[config.mk]
export PLATFORM = sky130hd
export DESIGN_NAME = adc_channel_lowpass_decimator_core
export DESIGN_NICKNAME = d
export VERILOG_FILES = /design/src/adcld_pkg.sv /design/src/adcld_ram.sv /design/src/adc_channel_lowpass_decimator_core.sv
export SDC_FILE = /design/constraint.sdc
export NUM_CORES = 2
export LEC_CHECK = 0
export ABC_AREA = 1
export CELL_PAD_IN_SITES_DETAIL_PLACEMENT = 0
export CELL_PAD_IN_SITES_GLOBAL_PLACEMENT = 1
export CORE_MARGIN = 1
export CORE_UTILIZATION = 56
export CTS_BUF_LIST = sky130_fd_sc_hd__clkbuf_16
export DETAILED_ROUTE_END_ITERATION = 8
export DONT_BUFFER_PORTS = 1
export GPL_TIMING_DRIVEN = 0
export PLACE_DENSITY = 0.88
export SYNTH_ARGS = -nofsm -noshare
export SYNTH_HDL_FRONTEND = slang
export SYNTH_SLANG_ARGS = --single-unit
[constraint.sdc]
create_clock -name clk -period 17.2 [get_ports clk]
set_input_delay 3.44 -clock clk [delete_from_list [all_inputs] [get_ports clk]]
set_output_delay 3.44 -clock clk [all_outputs]
set_load 0.005 [all_outputs]
[src/adcld_pkg.sv]
// shared types, constants and register map of the adc channel lowpass decimator
package adcld_pkg;

    localparam int NUM_CHANNELS_DEF = 8;

    // configuration port geometry
    localparam int APB_DATA_W = 64;
    localparam int APB_ADDR_W = 5;

    // register indexes (byte address is 8 * index)
    localparam logic [1:0] REG_SAMPLE_RATE  = 2'd0;
    localparam logic [1:0] REG_CHANNEL_MASK = 2'd1;
    localparam logic [1:0] REG_RATIOS_LOW   = 2'd2;
    localparam logic [1:0] REG_RATIOS_HIGH  = 2'd3;

    // register reset values
    localparam logic [15:0] SAMPLE_RATE_RESET = 16'd51200;
    localparam logic [7:0]  CHANNEL_MASK_RESET = 8'd0;
    localparam logic [63:0] RATIOS_RESET = 64'h0001_0001_0001_0001;

    // sample rates that select a coefficient set
    localparam logic [15:0] RATE_HIGH  = 16'd25600;
    localparam logic [15:0] RATE_MID_A = 16'd12800;
    localparam logic [15:0] RATE_MID_B = 16'd6400;
    localparam logic [15:0] RATE_MID_C = 16'd3200;

    // lowpass coefficients, q16
    localparam logic signed [16:0] B_HIGH = 17'sd22451;
    localparam logic signed [16:0] A_HIGH = 17'sd20706;
    localparam logic signed [16:0] B_MID  = 17'sd12870;
    localparam logic signed [16:0] A_MID  = 17'sd39795;

    typedef logic signed [15:0] raw_t;
    typedef logic signed [16:0] filt_t;

    // per channel state word held in the state ram
    typedef struct packed {
        logic signed [31:0] acc;
        logic signed [15:0] prev;
        logic [15:0]        dec_count;
        logic [15:0]        store_idx;
    } chan_state_t;

endpackage

[src/adcld_ram.sv]
// generic single write port ram with one registered read port
module adcld_ram #(
    parameter int WIDTH = 8,
    parameter int DEPTH = 8,
    parameter int ADDR_W = (DEPTH > 1) ? $clog2(DEPTH) : 1
) (
    input  logic              clk,
    input  logic              wr_en,
    input  logic [ADDR_W-1:0] wr_addr,
    input  logic [WIDTH-1:0]  wr_data,
    input  logic              rd_en,
    input  logic [ADDR_W-1:0] rd_addr,
    output logic [WIDTH-1:0]  rd_data
);

    logic [WIDTH-1:0] mem_reg [DEPTH];
    logic [WIDTH-1:0] rd_data_reg;

    always_ff @(posedge clk)
    begin
        if (wr_en)
        begin
            mem_reg[wr_addr] <= wr_data;
        end
        if (rd_en)
        begin
            rd_data_reg <= mem_reg[rd_addr];
        end
    end

    assign rd_data = rd_data_reg;

endmodule

[src/adc_channel_lowpass_decimator_core.sv]
// top level of the multichannel first order lowpass decimator
//
// raw_valid/raw_stall carries one converter sample (raw_sample, channel) per beat;
// result_valid/result_stall carries one result beat. a beat moves at a rising
// edge where valid is high and stall is low. the user must write configuration
// over the apb port only while no sample is in flight; the block does not enforce it.
// channels at or above NUM_CHANNELS are taken and dropped without effect.
// a taken sample waits in the compute stage until the output register is free,
// then its result (if any) is loaded there; one sample is taken every cycle
// while the result side keeps up.
// the rate is set by the single read-modify-write stage on the per channel
// state ram: read at the input beat, compute and write back as the stage fires,
// with the last written entry forwarded when the next sample hits the same
// channel.
// reset loads the register defaults and clears the scan count, bank and the per
// channel live bits; a channel whose live bit is clear reads as zero state, so
// there is no clearing pass. a block end clears the counter live bits the same way.
// when result_stall holds a waiting result, the compute stage and then the
// input stall; nothing is dropped.
module adc_channel_lowpass_decimator_core #(
    parameter int NUM_CHANNELS = adcld_pkg::NUM_CHANNELS_DEF
) (
    input  logic                           clk,
    input  logic                           rst_n,
    // apb configuration port
    input  logic                           psel,
    input  logic                           penable,
    input  logic                           pwrite,
    input  logic [adcld_pkg::APB_ADDR_W-1:0] paddr,
    input  logic [adcld_pkg::APB_DATA_W-1:0] pwdata,
    output logic [adcld_pkg::APB_DATA_W-1:0] prdata,
    output logic                           pready,
    // sample channel
    input  logic                           raw_valid,
    output logic                           raw_stall,
    input  adcld_pkg::raw_t                raw_sample,
    input  logic [2:0]                     channel,
    // result channel
    output logic                           result_valid,
    input  logic                           result_stall,
    output logic                           sample_valid,
    output adcld_pkg::filt_t               filtered_sample,
    output logic [2:0]                     out_channel,
    output logic [15:0]                    store_index,
    output logic                           bank,
    output logic                           block_done
);

    import adcld_pkg::*;

    localparam int ADDR_W = (NUM_CHANNELS > 1) ? $clog2(NUM_CHANNELS) : 1;
    localparam logic [2:0] LAST_CH = 3'(NUM_CHANNELS - 1);
    localparam int ENTRY_W = $bits(chan_state_t);

    // configuration registers
    logic [15:0] sample_rate_reg;
    logic [7:0]  channel_mask_reg;
    logic [63:0] ratios_low_reg;
    logic [63:0] ratios_high_reg;
    logic        cfg_wr;

    // input and compute stage
    logic              accept;
    logic              chan_ok;
    logic              rd_en;
    logic              s1_vld_reg;
    logic [2:0]        s1_chan_reg;
    raw_t              s1_x_reg;
    logic              s1_ready;
    logic              s1_fire;
    logic              out_free;
    logic [ADDR_W-1:0] s1_addr;

    // state ram and forwarding
    logic [ENTRY_W-1:0] ram_rd_data;
    chan_state_t        ram_q;
    chan_state_t        fwd_data_reg;
    logic [ADDR_W-1:0]  fwd_addr_reg;
    logic               fwd_vld_reg;
    chan_state_t        ent_raw;
    chan_state_t        wr_entry;
    logic               wr_en;
    logic [NUM_CHANNELS-1:0] filt_live_reg;
    logic [NUM_CHANNELS-1:0] cnt_live_reg;

    // scan tracking
    logic [15:0] scan_reg;
    logic        bank_reg;

    // compute signals
    logic signed [31:0] acc_cur;
    logic signed [15:0] prev_cur;
    logic [15:0]        dec_cur;
    logic [15:0]        idx_cur;
    logic               mask_on;
    logic               do_filt;
    logic signed [16:0] coef_b;
    logic signed [16:0] coef_a;
    logic signed [16:0] sum_x;
    logic signed [33:0] prod_b;
    logic signed [48:0] prod_a;
    logic signed [49:0] sum_total;
    logic signed [31:0] acc_new;
    filt_t              y_val;
    logic [63:0]        ratio_word;
    logic [15:0]        ratio;
    logic [15:0]        dec_inc;
    logic               emit;
    logic               is_last;
    logic [15:0]        scan_inc;
    logic               done;
    logic               has_res;

    // output register
    logic        result_valid_reg;
    logic        sample_valid_reg;
    filt_t       filtered_sample_reg;
    logic [2:0]  out_channel_reg;
    logic [15:0] store_index_reg;
    logic        bank_out_reg;
    logic        block_done_reg;

    // configuration port
    assign pready = 1'b1;
    assign cfg_wr = psel && penable && pwrite;

    always_ff @(posedge clk or negedge rst_n)
    begin
        if (!rst_n)
        begin
            sample_rate_reg  <= SAMPLE_RATE_RESET;
            channel_mask_reg <= CHANNEL_MASK_RESET;
            ratios_low_reg   <= RATIOS_RESET;
            ratios_high_reg  <= RATIOS_RESET;
        end
        else if (cfg_wr)
        begin
            case (paddr[4:3])
                REG_SAMPLE_RATE:  sample_rate_reg  <= pwdata[15:0];
                REG_CHANNEL_MASK: channel_mask_reg <= pwdata[7:0];
                REG_RATIOS_LOW:   ratios_low_reg   <= pwdata;
                REG_RATIOS_HIGH:  ratios_high_reg  <= pwdata;
                default:          ;
            endcase
        end
    end

    always_comb
    begin
        case (paddr[4:3])
            REG_SAMPLE_RATE:  prdata = {48'd0, sample_rate_reg};
            REG_CHANNEL_MASK: prdata = {56'd0, channel_mask_reg};
            REG_RATIOS_LOW:   prdata = ratios_low_reg;
            REG_RATIOS_HIGH:  prdata = ratios_high_reg;
            default:          prdata = '0;
        endcase
    end

    // input handshake
    assign out_free  = !result_valid_reg || !result_stall;
    assign s1_ready  = !s1_vld_reg || out_free;
    assign s1_fire   = s1_vld_reg && out_free;
    assign raw_stall = !s1_ready;
    assign accept    = raw_valid && s1_ready;
    assign chan_ok   = int'(channel) < NUM_CHANNELS;
    assign rd_en     = accept && chan_ok;

    always_ff @(posedge clk or negedge rst_n)
    begin
        if (!rst_n)
        begin
            s1_vld_reg <= 1'b0;
        end
        else if (s1_ready)
        begin
            s1_vld_reg <= rd_en;
        end
    end

    always_ff @(posedge clk)
    begin
        if (rd_en)
        begin
            s1_chan_reg <= channel;
            s1_x_reg    <= raw_sample;
        end
    end

    adcld_ram #(
        .WIDTH  (ENTRY_W),
        .DEPTH  (NUM_CHANNELS),
        .ADDR_W (ADDR_W)
    ) u_state_ram (
        .clk     (clk),
        .wr_en   (wr_en),
        .wr_addr (s1_addr),
        .wr_data (wr_entry),
        .rd_en   (rd_en),
        .rd_addr (channel[ADDR_W-1:0]),
        .rd_data (ram_rd_data)
    );

    assign ram_q   = ram_rd_data;
    assign s1_addr = s1_chan_reg[ADDR_W-1:0];

    // the ram read races the previous write to the same entry
    assign ent_raw = (fwd_vld_reg && fwd_addr_reg == s1_addr) ? fwd_data_reg : ram_q;

    always_comb
    begin
        acc_cur  = filt_live_reg[s1_addr] ? ent_raw.acc  : '0;
        prev_cur = filt_live_reg[s1_addr] ? ent_raw.prev : '0;
        dec_cur  = cnt_live_reg[s1_addr]  ? ent_raw.dec_count : '0;
        idx_cur  = cnt_live_reg[s1_addr]  ? ent_raw.store_idx : '0;
    end

    // coefficient set from the sample rate; any other rate selects pass-through
    always_comb
    begin
        do_filt = 1'b1;
        coef_b  = B_HIGH;
        coef_a  = A_HIGH;
        if (sample_rate_reg == RATE_HIGH)
        begin
            coef_b = B_HIGH;
            coef_a = A_HIGH;
        end
        else if (sample_rate_reg == RATE_MID_A || sample_rate_reg == RATE_MID_B ||
                 sample_rate_reg == RATE_MID_C)
        begin
            coef_b = B_MID;
            coef_a = A_MID;
        end
        else
        begin
            do_filt = 1'b0;
        end
    end

    // first order lowpass, full width sum then floor shift by 16
    assign sum_x     = {s1_x_reg[15], s1_x_reg} + {prev_cur[15], prev_cur};
    assign prod_b    = sum_x * coef_b;
    assign prod_a    = acc_cur * coef_a;
    assign sum_total = {{16{prod_b[33]}}, prod_b} + {prod_a[48], prod_a};
    assign acc_new   = sum_total[47:16];
    assign y_val     = do_filt ? acc_new[16:0] : {s1_x_reg[15], s1_x_reg};

    // decimation
    assign mask_on    = channel_mask_reg[s1_chan_reg];
    assign ratio_word = s1_chan_reg[2] ? ratios_high_reg : ratios_low_reg;
    assign ratio      = ratio_word[{s1_chan_reg[1:0], 4'b0000} +: 16];
    assign dec_inc    = dec_cur + 16'd1;
    assign emit       = dec_inc >= ratio;

    // scan end and block end
    assign is_last  = s1_chan_reg == LAST_CH;
    assign scan_inc = scan_reg + 16'd1;
    assign done     = is_last && (scan_inc >= sample_rate_reg);
    assign has_res  = (mask_on && emit) || done;

    assign wr_en = s1_fire && mask_on;

    always_comb
    begin
        wr_entry.acc       = do_filt ? acc_new : acc_cur;
        wr_entry.prev      = do_filt ? s1_x_reg : prev_cur;
        wr_entry.dec_count = emit ? 16'd0 : dec_inc;
        wr_entry.store_idx = emit ? idx_cur + 16'd1 : idx_cur;
    end

    always_ff @(posedge clk or negedge rst_n)
    begin
        if (!rst_n)
        begin
            fwd_vld_reg   <= 1'b0;
            filt_live_reg <= '0;
            cnt_live_reg  <= '0;
            scan_reg      <= '0;
            bank_reg      <= 1'b0;
        end
        else
        begin
            if (wr_en)
            begin
                fwd_vld_reg            <= 1'b1;
                filt_live_reg[s1_addr] <= 1'b1;
            end
            if (s1_fire && done)
            begin
                cnt_live_reg <= '0;
            end
            else if (wr_en)
            begin
                cnt_live_reg[s1_addr] <= 1'b1;
            end
            if (s1_fire && is_last)
            begin
                scan_reg <= done ? 16'd0 : scan_inc;
                if (done)
                begin
                    bank_reg <= !bank_reg;
                end
            end
        end
    end

    always_ff @(posedge clk)
    begin
        if (wr_en)
        begin
            fwd_addr_reg <= s1_addr;
            fwd_data_reg <= wr_entry;
        end
    end

    // output register
    always_ff @(posedge clk or negedge rst_n)
    begin
        if (!rst_n)
        begin
            result_valid_reg <= 1'b0;
        end
        else if (out_free)
        begin
            result_valid_reg <= s1_fire && has_res;
        end
    end

    always_ff @(posedge clk)
    begin
        if (s1_fire && has_res)
        begin
            sample_valid_reg    <= mask_on && emit;
            filtered_sample_reg <= (mask_on && emit) ? y_val : '0;
            out_channel_reg     <= (mask_on && emit) ? s1_chan_reg : 3'd0;
            store_index_reg     <= (mask_on && emit) ? idx_cur : 16'd0;
            bank_out_reg        <= bank_reg;
            block_done_reg      <= done;
        end
    end

    assign result_valid    = result_valid_reg;
    assign sample_valid    = sample_valid_reg;
    assign filtered_sample = filtered_sample_reg;
    assign out_channel     = out_channel_reg;
    assign store_index     = store_index_reg;
    assign bank            = bank_out_reg;
    assign block_done      = block_done_reg;

    // a result without a sample only comes from a block end
    a_empty_result_is_block_end: assert property (
        @(posedge clk) disable iff (!rst_n)
        result_valid && !sample_valid |-> block_done && store_index == 16'd0
    ) else $error("result without sample that is not a block end");

    // a block end leaves every counter entry reading as zero
    a_block_end_clears_counters: assert property (
        @(posedge clk) disable iff (!rst_n)
        s1_fire && done |=> cnt_live_reg == '0
    ) else $error("counter live bits not cleared at block end");

    // an empty compute stage never stalls the input
    a_no_stall_when_empty: assert property (
        @(posedge clk) disable iff (!rst_n)
        !s1_vld_reg |-> !raw_stall
    ) else $error("input stalled with empty compute stage");

endmodule

# Yosys cells after proc, flatten, opt, wreduce, memory -nomap -nowiden
# Memories as Yosys holds them, arrays and structs flattened. A register that Yosys moved wholly into a read port is not among the register bits.
# Cells that the tools add are included.
dict set report totals {
  register_bits 329
  mem_count 1
  out_inout_bits 106
  ram_bits 640
  wordCells 108
  in_bits 95
}
dict set report op_classes {
  n_lt_le_gt_ge 4
  n_shift 1
  n_bitwise 2
  mux 31
  eq_ne 9
  add_sub_neg 5
  n_mul 2
  n_reduce_logical 29
}
# name words width read_ports rd_clocked_by_memory_dff write_ports line
set mem_list {}
lappend mem_list {u_state_ram.mem_reg 8 80 1 1 1 adcld_ram.sv:16} ;# logic [WIDTH-1:0] mem_reg [DEPTH];
# cell n
set op_table {}
lappend op_table {{$pmux W64 S4} 1}
lappend op_table {{$mux W16} 9}
lappend op_table {{$mux W80} 1}
lappend op_table {{$mux W32} 2}
lappend op_table {{$mux W64} 1}
lappend op_table {{$shiftx A64 B7 Y16} 1}
lappend op_table {{$add A16 B1 Y16 const B} 3}
lappend op_table {{$add A33 B48 Y48} 1}
lappend op_table {{$mul A32 B17 Y48} 1}
lappend op_table {{$mul A17 B16 Y33} 1}
lappend op_table {{$ge A16 B16 Y1} 2}
lappend op_table {{$mux W15} 2}
lappend op_table {{$add A16 B16 Y17} 1}
lappend op_table {{$mux W17} 1}
lappend op_table {{$eq A16 B12 Y1 const B} 1}
lappend op_table {{$eq A16 B13 Y1 const B} 1}
lappend op_table {{$eq A16 B14 Y1 const B} 1}
lappend op_table {{$eq A16 B15 Y1 const B} 1}
lappend op_table {{$mux W8} 2}
lappend op_table {{$or A8 B8 Y8} 2}
lappend op_table {{$logic_and A1 B1 Y1} 12}
lappend op_table {{$reduce_and A2 Y1} 5}
lappend op_table {{$bmux W1 S3} 3}
lappend op_table {{$mux W1} 8}
lappend op_table {{11 further kinds} 20}

# Longest topological paths before layout
dict set report logic_depth {
  depth_word 9
  depth_mapped 56
  depth_no_buf 52
}

# By module
# A second synthesis with hierarchy kept.
dict set report unflattened {
  cells_unflattened 7468
  area_unflattened_um2 70765.4
}
# mod area_each_um2 n_inst seq_area_each_um2 cells_each
set by_module_without_submodules {}
lappend by_module_without_submodules {adc_channel_lowpass_decimator_core 40452.5 1 8952.3 4605}
lappend by_module_without_submodules {adcld_ram 30312.8 1 21620.7 2863}

# Worst setup path before layout
# No wires, ideal clock.
dict set report synth_timing {
  path_kind {register to register}
  start {register s1_chan_reg[0] (netlist: s1_addr[0])}
  end {register fwd_data_reg[72] (netlist name), data pin}
  t_required_ns 16.873
  setup_slack_ns 7.094
  period_less_slack_ns 10.106
  setup_time_ns 0.327
  stages_incl_launch_ff 53
  path_buffers 4
  arrival_time_ns 9.779
  path_cell_list {edfxtp_1 > nand2_1 > nand2_1 > nor2_1 > nand2_2 > inv_2 > buf_4 > buf_4 > buf_2 > buf_2 > nand2_1 > a21oi_1 > ha_1 > fa_1 > nand2_1 > a21oi_1 > nand4_1 > nand2_1 > [... 17 more ...] > fa_1 > inv_1 > fa_1 > fa_1 > ha_1 > a21oi_1 > o21ai_0 > a21oi_1 > o21ai_0 > a21oi_1 > o21bai_1 > nand2_1 > nand2_1 > nand2_1 > nand2_1 > or2_2 > nand3_1 > o21ai_0}
}
dict set report synth_between {
  elab_chain_cells 8
  elab_cells_between_ends 12
}
# element line
set synth_rtl {}
lappend synth_rtl {{start: declaration} adc_channel_lowpass_decimator_core.sv:67} ;# logic [2:0] s1_chan_reg;
lappend synth_rtl {{start signal: assignment} adc_channel_lowpass_decimator_core.sv:184} ;# s1_chan_reg <= channel;
lappend synth_rtl {{branches (longest 7 deep; another with $add A33 B48 Y48)} n/a}
lappend synth_rtl {{$mux W32 (*)} adc_channel_lowpass_decimator_core.sv:265} ;# wr_entry.acc = do_filt ? acc_new : acc_cur;
lappend synth_rtl {{named net u_state_ram.wr_data[72]} adcld_ram.sv:10} ;# input logic [WIDTH-1:0] wr_data,
lappend synth_rtl {{end signal: assignment} adc_channel_lowpass_decimator_core.sv:312} ;# fwd_data_reg <= wr_entry;
lappend synth_rtl {{end: declaration} adc_channel_lowpass_decimator_core.sv:77} ;# chan_state_t fwd_data_reg;
# Mark *: on every way through the listed nets, which the timed path passes. The select of a mux whose other input is x is not followed.
# A chain may end at the register's enable or synchronous reset.

# Final worst setup path
dict set report layout_timing {
  start {register s1_chan_reg[1] (netlist: s1_addr[1])}
  end {memory u_state_ram.mem_reg[5][68] (netlist name), data pin}
}
dict set report layout_between {
  elab_chain_cells 8
  elab_cells_between_ends 12
}
# element line
set layout_rtl {}
lappend layout_rtl {{branches (longest 7 deep; another with $add A33 B48 Y48)} n/a}
lappend layout_rtl {{$mux W32 (*)} adc_channel_lowpass_decimator_core.sv:265}
lappend layout_rtl {{named net u_state_ram.wr_data[68]} adcld_ram.sv:10}
lappend layout_rtl {{end: declaration} adcld_ram.sv:16}
# Marked as above.

==> metrics <==
RSZ-0062 raised after global routing false; post-route cell area 72800 um2; register area 30600 um2; reg2reg path depth 50; M1 WL roughly 77000 um; largest net degree at the start of global routing 189; Final #Nets 7672; Initial Util 0.567; std cell rows 126; Root Buffer clkbuf_16; #FFs+latches synth 1049; synth warn 0; post-cts gate resize count 0; worst path required time between 15 and 20 ns; final hold vios 0; Die ar. 121000 um2; Final Wtd Congestion 0.981; post-synth cell types 55; CP max stage delay 0.80 ns; Max Slew Vio Count 11; worst r2r src s1_addr[1]$_DFFE_PP_; Worst Hold Depth 2; layout filler cell count 9585; Area growth, synth to finish 8.53%; Post-DRT Antenna Nets 0; Post-CTS Setup Repair Bufs 0; met2 routed WL 89000 um; H-tree levels 3; share of cells above drive strength 1 0.0468; first-pass GRT wire length roughly 300000 um; drt pass-1 iters 6; placed cell area 69700 um2; ys async rst share 0.179; Main synth FF type edfxtp_1; Top Family by Delay on Critical Path adder cells; setup tns final 0 ns; final worst slack 3.00 ns; maximum clock insertion buffer count 3; vias in the first global route 48300; highest routing layer actually used met5; Synth area leader edfxtp_1; max reg flops 640; EDFF count, synth ~860; max-cap violations 1; Multi-input gate area 31200 um2; Peak Freq 70.4 MHz; WP buf/inv 12; failing checks max-capacitance violations, max-slew violations; result of the run complete, but fails checks; dpl ws 3.24 ns; clk sinks around 1000; Stages on worst setup path 50; min Tclk post-route around 14 ns; CTS Buf Count 97; post-synth top area share 0.385; crit path from s1_addr[1]$_DFFE_PP_; Final Setup Violations 0; CP Launch Type flop; Vias/cell about 5.7; Starting DRT DRC Count 4629; Slew @ Worst Pin 1.50 ns; worst-case clock skew 0.0293 ns; synthesized area 67100 um2; Core Box Area about 120000 um2; R2R setup slack 3.00 ns; Crit Path Category flop to flop; clock slew at the register clock pins of the worst setup and hold paths 0.06 ns; clk_lat worst skew 0.68 ns; critical path arrival 14.41 ns; remaining routing DRC violations 0; Hold Crit Class flop to flop; # hold bufs at CTS 0; Vias 47100; crit path capture u_state_ram.mem_reg[5][68]$_DFFE_PP_; Post-DP HPWL roughly 150000 um; Die W 348 um; most common cell after layout, fill and taps aside inv_1; wirelength, routed 191000 um; WL met3 16300 um; Crit. End Element flop; worst rel slew slack -0.00516; synth top area cells edfxtp_1 39%, fa_1 19%, dfrtp_1 6.6%; CTS tree built; Most Frequent Cell on Critical Path fa_1; CP max FO 10; Mapped Avg Cell Area 10.4 um2; Crit-path slowest cell xor2_1; Cells after Synth 6481; register area share after synthesis 0.456; antenna violations before repair 4; Congestion Overflow GR 0; DR WL/cell roughly 23 um; crit share post-route 0.826; most frequent cells in the layout 1151 x inv_1, 893 x nor2_1, 861 x edfxtp_1; I/O Pins 201; r2r endpoint u_state_ram.mem_reg[5][68]$_DFFE_PP_; chip height 348 um; Tot GR Track Use 0.321; IO Port Bufs 0
-- through the flow --
| step | hold WS (ns) | std cells | utilization |
|---|---|---|---|
| after floorplan | 0.428 | 6483 | - |
| after global placement | 0.438 | 8083 | 0.584 |
| after detailed placement | 0.453 | 8108 | 0.589 |
| after CTS | 0.468 | 8283 | 0.615 |
| after global routing | 0.488 | 8285 | 0.615 |
| final | 0.465 | 8289 | 0.615 |
-- final cells by class --
class                           count  area share
Antenna cell                        6    0.000206
Timing Repair Buffer               25     0.00739
Clock inverter                     76     0.00837
Sequential cell                  1049       0.420
Multi-Input combinational cell   4031       0.429
Tap cell                         1600      0.0275
Inverter                         1146      0.0592
Buffer                            257      0.0143
Clock buffer                       99      0.0340
-- worst min path at each step --
stage | slack (ns) | endpoint | startpoint
5_1_grt | 0.49 | filt_live_reg[1]$_DFFE_PN0P_ | filt_live_reg[1]$_DFFE_PN0P_
3_3_place_gp | 0.44 | filt_live_reg[1]$_DFFE_PN0P_ | filt_live_reg[1]$_DFFE_PN0P_
4_1_cts | 0.47 | filt_live_reg[1]$_DFFE_PN0P_ | filt_live_reg[1]$_DFFE_PN0P_
3_5_place_dp | 0.45 | filt_live_reg[1]$_DFFE_PN0P_ | filt_live_reg[1]$_DFFE_PN0P_
2_1_floorplan | 0.43 | filt_live_reg[0]$_DFFE_PN0P_ | filt_live_reg[0]$_DFFE_PN0P_
6_report | 0.47 | filt_live_reg[0]$_DFFE_PN0P_ | filt_live_reg[0]$_DFFE_PN0P_
-- Yosys cell counts, types with 4 or more instances --
cell	count
fa_1	633
a21o_1	11
o21ai_1	7
inv_1	1138
a21boi_0	4
and3_1	5
dfstp_2	11
a31oi_1	95
nand2_1	653
or2_2	62
ha_1	337
edfxtp_1	861
nor3_2	9
buf_4	7
nor2_2	8
buf_6	4
buf_1	28
nor3_1	37
xor2_1	43
nand3_1	154
inv_2	7
o21bai_1	4
xnor2_1	11
buf_2	15
a21oi_1	208
nand4_1	15
clkbuf_1	203
o22ai_1	131
o211ai_1	7
nor2_1	901
nor4_1	11
o21ai_0	630
dfrtp_1	177
o2111ai_1	9
o21a_1	7
o221ai_1	9
-- metal layers --
layer  vias up  GRT usage
li1      21400          -
met1     23300      0.441
met2      2035      0.514
met3       376     0.0519
met4         4      0.128
met5         -          0
-- tightest hold or removal path, cell delays in order (launching register included) --
cell and delay (ns):
dfrtp_1 0.33, inv_1 0.05, o21ai_0 0.06
-- kinds of logic after synthesis --
family	Yosys count	share of synthesized area
AOI/OAI and AO/OA	1132	0.0914
xor gates and xnor gates	54	0.00705
adders and majority gates	970	0.252
buffers and inverters	1403	0.0796
DFF	1049	0.456
muxes	3	0.000448
other	2	0.000112
and+or+nand+nor	1868	0.114
Power is left out: the tool's default activity adds up to more than one toggle a clock period on the data nets, which glitch-free logic cannot reach.
